**config.mk**
```make
export PLATFORM = sky130hd
export DESIGN_NAME = vpw_queue
export DESIGN_NICKNAME = d
export VERILOG_FILES = /design/src/rtl/vpw_queue.sv
export SDC_FILE = /design/constraint.sdc
export NUM_CORES = 1
export LEC_CHECK = 0
export BUFFER_PORTS_ARGS = -buffer_cell sky130_fd_sc_hd__buf_2
export CAP_MARGIN = 10
export CORE_ASPECT_RATIO = 1.2
export CORE_MARGIN = 4
export CORE_UTILIZATION = 53
export CTS_CLUSTER_SIZE = 8
export DETAILED_ROUTE_END_ITERATION = 10
export PLACE_DENSITY = 0.8
export REMOVE_ABC_BUFFERS = 1
export SYNTH_ARGS = -nofsm -noshare
export SYNTH_HDL_FRONTEND = slang
export SYNTH_SLANG_ARGS = --single-unit
```
**constraint.sdc**
```tcl
create_clock -name aclk -period 3.1 [get_ports aclk]
set_clock_uncertainty 0.05 [all_clocks]
set_input_delay 0.93 -clock aclk [delete_from_list [all_inputs] [get_ports aclk]]
set_output_delay 0.93 -clock aclk [all_outputs]
set_load 0.02 [all_outputs]
```
**src/rtl/vpw_queue.sv**
```systemverilog
// Two-entry queue between the front end and the table walker.
module vpw_queue #(
    parameter int unsigned WIDTH = 8
) (
    input  logic             aclk,
    input  logic             aresetn,
    input  logic             in_valid,
    output logic             in_ready,
    input  logic [WIDTH-1:0] in_data,
    output logic             out_valid,
    input  logic             out_ready,
    output logic [WIDTH-1:0] out_data
);

    logic [WIDTH-1:0] buf_reg [2];
    logic             wr_ptr_reg, rd_ptr_reg;
    logic [1:0]       count_reg;
    logic             push, pop;

    assign in_ready = (count_reg != 2'd2);
    assign out_valid = (count_reg != 2'd0);
    assign out_data = buf_reg[rd_ptr_reg];
    assign push = in_valid && in_ready;
    assign pop = out_valid && out_ready;

    always_ff @(posedge aclk) begin
        if (!aresetn) begin
            wr_ptr_reg <= 1'b0;
            rd_ptr_reg <= 1'b0;
            count_reg <= 2'd0;
        end else begin
            if (push) begin
                wr_ptr_reg <= !wr_ptr_reg;
            end
            if (pop) begin
                rd_ptr_reg <= !rd_ptr_reg;
            end
            count_reg <= count_reg + 2'(push) - 2'(pop);
        end
    end

    always_ff @(posedge aclk) begin
        if (push) begin
            buf_reg[wr_ptr_reg] <= in_data;
        end
    end

endmodule

```
==> impl_results.md, run 1 <==
* Ys Warns at 0
* Post-synthesis cell type count at 23
* Fin crit share at about three quarters
* Die H at approximately 50 µm
* Antenna violations before repair at 0
* Vias in the first global route at around 500
* First-pass GRT wire length at 2139 µm
* Largest net degree at the start of global routing at 12
* Post-synth EDFFs at 16
* CTS resizes at 0
* Cell Chain, Critical Path: mux2_2 -> buf_2
* Clock transition at path regs at 0.10 ns
* Synth Register Bits at 21
* Buf/Inv on CP at 1
* Die width at 44.25 µm
* Hpwl dp at between 900 and 1000 µm
* Post-route insts no fill at between 90 and 100
* Setup Total Neg Slack at 0 ns
* DRC at 0
* Final GP Congestion at slightly above 0.7
* Post-CTS repair timing setup buffer count at 0
* Vias at a little over 500
* First drt pass iteration count at 4
* Area Overhead vs Synth at 17.66%
* Min-Delay Startpoint: rd_ptr_reg$_SDFFE_PN0P_
* Final setup margin at ~0.73 ns
* WS Path Type: reg -> out
* Final-report hold violation count at 0
* Pins Over Slew Limit at 0
* MaxCap Viol Count at 0
* Drt total wl at approximately 1300 µm
* Top Family by Delay on Critical Path: flip-flops
* Hold crit path type: reg -> reg
* R2R Path Start: count_reg[1]$_SDFF_PN0_
* CP arrival at roughly 1.4 ns
* Initial Util at ~57%
* Vias per inst at approximately 5.4
* Seq/Total Area, Yosys at 69.46%
* CP Data Required Time at 2.12 ns
* Tmin final at around 2.4 ns
* Worst-Margin Slew at roughly 0.36 ns
* Total Nets Final at 93
* Initial DRC count at 10
* Root buffer cell: clkbuf_4
* RSZ-0062 raised after global routing: false
* Max reg flops at 16
* Core Region at around 1500 µm²
* CTS buffer count at 3
* Crit path max-delay cell type: dfxtp_1
* Avg Cell Area, Syn at between 15 and 20 µm²
* Setup-failing EPs final at 0
* H-tree levels at 1
* Grt total ovfl at 0
* Dpl ws at between 0.9 and 1 ns
* Port Buffer Count at 21
* Clk_lat worst skew at 0.29 ns
* Cts hold-fix bufs at 0
* Diodes inserted at 0
* DR WL/cell at between 10 and 15 µm
* Max Clock Freq at about 0.42 GHz
* CP Max Fanout at 8
* DP Cell Count at around 90
* Detail Route Antenna Nets at 0
* Sink Count at 21
* TritonCTS clock tree: done
* CP peak stage delay at approximately 0.56 ns
* Clk buf depth at 2
* Std-Cell Rows at 15
* Fillers at around 110
* GRT Util Overall at between 10 and 15%
* Pwr dens at 697.4 nW/µm²
* # IOs at 22
* Post-Syn Area at between 800 and 900 µm²
* Post-Syn Instances at 55
* Fraction of synthesis flops using an asynchronous set or reset pin at 0%
* Most used flip-flop cell after synthesis: edfxtp_1
* Layout cells sized above 1 at between 40 and 50%
* CP Launch Type: flop
* Critical Path Sink Type: output port
* Status: finished, final reports clean
* Die ar. at roughly 2300 µm²
* Worst rel slew slack at between 70% and 80%
* Final hold slack at approximately 0.46 ns
* Leak pwr at 0.0003967 µW
* Peak supply drop at 0.4595 mV
==> stage by stage <==
stage,utilization [%],total power (µW),area [µm²]
2_1_floorplan,-,511.3,830.8
3_3_place_gp,65.38,565.9,957.2
3_5_place_dp,65.38,572.3,957.2
4_1_cts,67.18,693.6,983.4
5_1_grt,67.18,727.4,983.4
6_report,67.18,685.9,983.4
==> kinds of logic (layout without fill, tap and decap cells) <==
logic type / count (synthesis) / after routing / synth area share (%)
buffers and inverters: 3 / 27 / 1.497
AO/OA/AOI/OAI: 6 / 6 / 5.239
XOR/XNOR: 1 / 1 / 1.048
multiplexers: 8 / 8 / 10.78
adder cells (fa/ha/maj): 1 / 1 / 1.497
flip-flops: 21 / 21 / 69.46
AND/OR/NAND/NOR: 15 / 15 / 10.48
==> tightest hold or removal path: cells and delay by family, from the launching register on <==
family / cells / cell delay, ns
flip-flops: 1 / 0.33
XOR/XNOR: 1 / 0.07
AND/OR/NAND/NOR: 1 / 0.07
==> final cells by class <==
type | instances | area (µm²) | share of cell area (%)
clock buffers | 4 | 26.28 | 2.672
inverters | 2 | 7.507 | 0.7634
multi-input cells | 31 | 242.7 | 24.68
flip-flops and latches | 21 | 580.6 | 59.03
well taps | 17 | 21.27 | 2.163
repair buffers | 21 | 105.1 | 10.69
==> routing by layer <==
metal	global-route usage, %	share of wire, %
met1	15.37	39
met4	4.523	1.5
met2	21.84	52
met5	0	0
met3	3.806	8.0
==> cell usage after synthesis (2+ instances only) <==
library cell | instances | share of area [%]
dfxtp_1 | 5 | 12
nor2_1 | 4 | 1.8
mux2_2 | 8 | 11
and3_1 | 2 | 1.5
o21ai_0 | 2 | 1.2
inv_1 | 2 | 0.90
edfxtp_1 | 16 | 57
==> layout by cell type (no fill, tap or decap), drive strengths merged <==
cell and instances:
a21bo 1, a21oi 1, and2 1, and2b 1
and3 2, buf 21, clkbuf 4, dfxtp 5
edfxtp 16, ha 1, inv 2, mux2 8
nand2b 1, nand3 1, nand3b 1, nor2 4
nor3 1, nor4 1, nor4bb 1, o21ai 2
o21ba 1, o31a 1, or2 1, xor2 1
==> report_power, final <==
part	total, µW	internal [µW]	switching (µW)
Sequential	373	344	29.5
Combinational	192	88.6	103
Clock	121	50.0	71.1
==> path summary, 6_finish.rpt <==
check	cells past startpoint	slack [ns]	to
worst max-delay path	2	0.73	out_data[2]
worst max register to register	6	1.57	count_reg[1]$_SDFF_PN0_
worst min register to register	2	0.46	flop
worst min-delay path	2	0.46	flop
Note: power is estimated with default switching activity, not from simulation.
==> run 2: changes to the inputs <==
Settings changed: CORE_UTILIZATION 53 to 49, PLACE_DENSITY 0.8 to 0.75.
Clock period 3.1 ns to 2.3 ns, I/O delays scaled along.
==> impl_results.md, run 2 (synthesis results as in run 1) <==
* R2r endpoint: count_reg[1]$_SDFF_PN0_ (unchanged)
* Design area at 984.7 µm² (was 983.4 µm²)
* Final-report hold violation count at 0 (unchanged)
* Worst rel slew slack at 73.63% (was 75.41%)
* Buf/Inv on CP at 1 (unchanged)
* Core Region at 1622 µm² (was 1464 µm²)
* Cell Chain, Critical Path: mux2_2 -> buf_2 (unchanged)
* Initial Util at 51.54% (was 57.09%)
* Final GP Congestion at 0.6233 (was 0.7230)
* Setup Total Neg Slack at 0 ns (unchanged)
* Port Buffer Count at 21 (unchanged)
* CP Launch Type: flop (unchanged)
* Reg-to-reg slack, setup at 0.75 ns (was 1.57 ns)
* Largest net degree at the start of global routing at 12 (unchanged)
* Root buffer cell: clkbuf_4 (unchanged)
* Max Clock Freq at around 0.47 GHz
* H-tree levels at 1 (unchanged)
* CP Data Required Time at 1.56 ns (was 2.12 ns)
* Setup-failing EPs final at 0 (unchanged)
* CTS resizes at 0 (unchanged)
* DRC at 0 (unchanged)
* Top Family by Delay on Critical Path: flip-flops (unchanged)
* Antenna violations before repair at 0 (unchanged)
* Leak pwr at 0.0003967 µW (unchanged)
* Levels on crit path at 2 (unchanged)
* CP peak stage delay at 0.53 ns (was 0.56 ns)
* Dpl ws at 0.3190 ns (was 0.9184 ns)
* RSZ-0062 raised after global routing: false (unchanged)
* TritonCTS clock tree: done (unchanged)
* CP Max Fanout at 8 (unchanged)
* WHS Path Cells at 2 (unchanged)
* Peak supply drop at 0.6892 mV (was 0.4595 mV)
* Grt total ovfl at 0 (unchanged)
* First-pass GRT wire length at 2277 µm (was 2139 µm)
* Hold crit path type: reg -> reg (unchanged)
* Register area at 580.6 µm² (unchanged)
* Most frequent cells in the layout: 21 x buf_2, 16 x edfxtp_1, 8 x mux2_2 (unchanged)
* GRT Util Overall at 14.15% (was 12.91%)
* Detail Route Antenna Nets at 0 (unchanged)
* Worst-Margin Slew at 0.3902 ns (was 0.3639 ns)
* Drt total wl at 1459 µm (was 1280 µm)
* WS Path Type: reg -> out (unchanged)
* Clk buf depth at 2 (unchanged)
* Max reg flops at 16 (unchanged)
* R2R Path Start: count_reg[1]$_SDFF_PN0_ (unchanged)
* Vias at 519 (unchanged)
* Die width at 45.70 µm (was 44.25 µm)
* Initial DRC count at 9 (was 10)
* DR WL/cell at 15.04 µm (was 13.33 µm)
* Leading cell type in the layout, fill and taps excluded: buf_2 (unchanged)
* Pwr dens at 944.5 nW/µm² (was 697.4 nW/µm²)
* Vias in the first global route at 499 (was 510)
* CTS buffer count at 3 (unchanged)
* Tmin final at 2.110 ns
* Cell Area, Placed at 958.4 µm² (was 957.2 µm²)
* Die H at 53.24 µm (was 51.50 µm)
* Status: finished, final reports clean (unchanged)
* Area Overhead vs Synth at 17.81% (was 17.66%)
* Post-CTS repair timing setup buffer count at 0 (unchanged)
* Fillers at 132 (was 105)
* Die ar. at 2433 µm² (was 2279 µm²)
* Crit path max-delay cell type: dfxtp_1 (unchanged)
* Fin crit share at around nine tenths
* Vias per inst at 5.351 (was 5.406)
* Critical Path Sink Type: output port (unchanged)
* Worst reg-to-reg path cell count at 6 (unchanged)
* End of the critical path: out_data[1] (was out_data[2])
* Clock transition at path regs at 0.10 ns (about the same)
* Multi-input gate area at 242.7 µm² (unchanged)
* MaxCap Viol Count at 0 (unchanged)
* CP arrival at 1.37 ns (was 1.39 ns)
* Layout cells sized above 1 at 44.30% (unchanged)
* First drt pass iteration count at 3 (was 4)
* Hpwl dp at 1111 µm (was 961.6 µm)
* Pins Over Slew Limit at 0 (unchanged)
* Total Nets Final at 93 (unchanged)
* Final setup margin at 0.1905 ns (was 0.7321 ns)
* Cts hold-fix bufs at 0 (unchanged)
* Sink Count at 21 (unchanged)
* # IOs at 22 (unchanged)
* Clk_lat worst skew at 0.30 ns (was 0.29 ns)
* Std-Cell Rows at 16 (was 15)
* Diodes inserted at 0 (unchanged)
[run 2: where the power goes]
part | switching (µW) | total (µW) | internal [µW]
clock network | 101 | 168 | 67.6
logic | 139 | 258 | 119
registers | 40.8 | 504 | 463
[run 2: metal layers]
metal / GRT usage (%) / vias up / routed length [µm]
met5: 0 / - / 0
met4: 12.80 / 0 / 53
met3: 3.401 / 5 / 95
met2: 23.95 / 15 / 733
met1: 13.54 / 241 / 576
li1: - / 258 / -
[run 2: worst min-delay path by stage]
stage | startpoint | end | slack (ns)
2_1_floorplan | rd_ptr_reg$_SDFFE_PN0P_ | flop | 0.42
3_3_place_gp | rd_ptr_reg$_SDFFE_PN0P_ | rd_ptr_reg$_SDFFE_PN0P_ | 0.44
3_5_place_dp | rd_ptr_reg$_SDFFE_PN0P_ | flop | 0.46
4_1_cts | rd_ptr_reg$_SDFFE_PN0P_ | flop | 0.50
5_1_grt | in_data[4] | buf_reg[1][4]$_DFFE_PP_ | 0.51
6_report | rd_ptr_reg$_SDFFE_PN0P_ | flop | 0.49
[run 2: through the flow]
stage / cells / power [µW] / utilization [%] / hold WS (ns)
final: 97 / 930.0 / 60.73 / 0.4934
after global routing: 97 / 981.5 / 60.73 / 0.5080
after CTS: 97 / 940.9 / 60.73 / 0.5001
after detailed placement: 93 / 774.8 / 59.10 / 0.4644
after global placement: 93 / 762.5 / 59.10 / 0.4351
after floorplan: 54 / 689.2 / - / 0.4225
[run 2: cell type report]
class / instances / area share, %
multi-input combinational: 31 / 24.65
timing repair buffer: 21 / 10.67
tap: 18 / 2.287
inverter: 2 / 0.7624
sequential: 21 / 58.96
clock buffer: 4 / 2.668
[run 2: worst reg2reg max path, cell delays in order, from the launching register on]
cell     delay [ns]
dfxtp_1        0.44
and2b_1        0.20
o21ba_2        0.15
nor2_1         0.04
ha_1           0.19
nor4_1         0.30
nor3_1         0.08
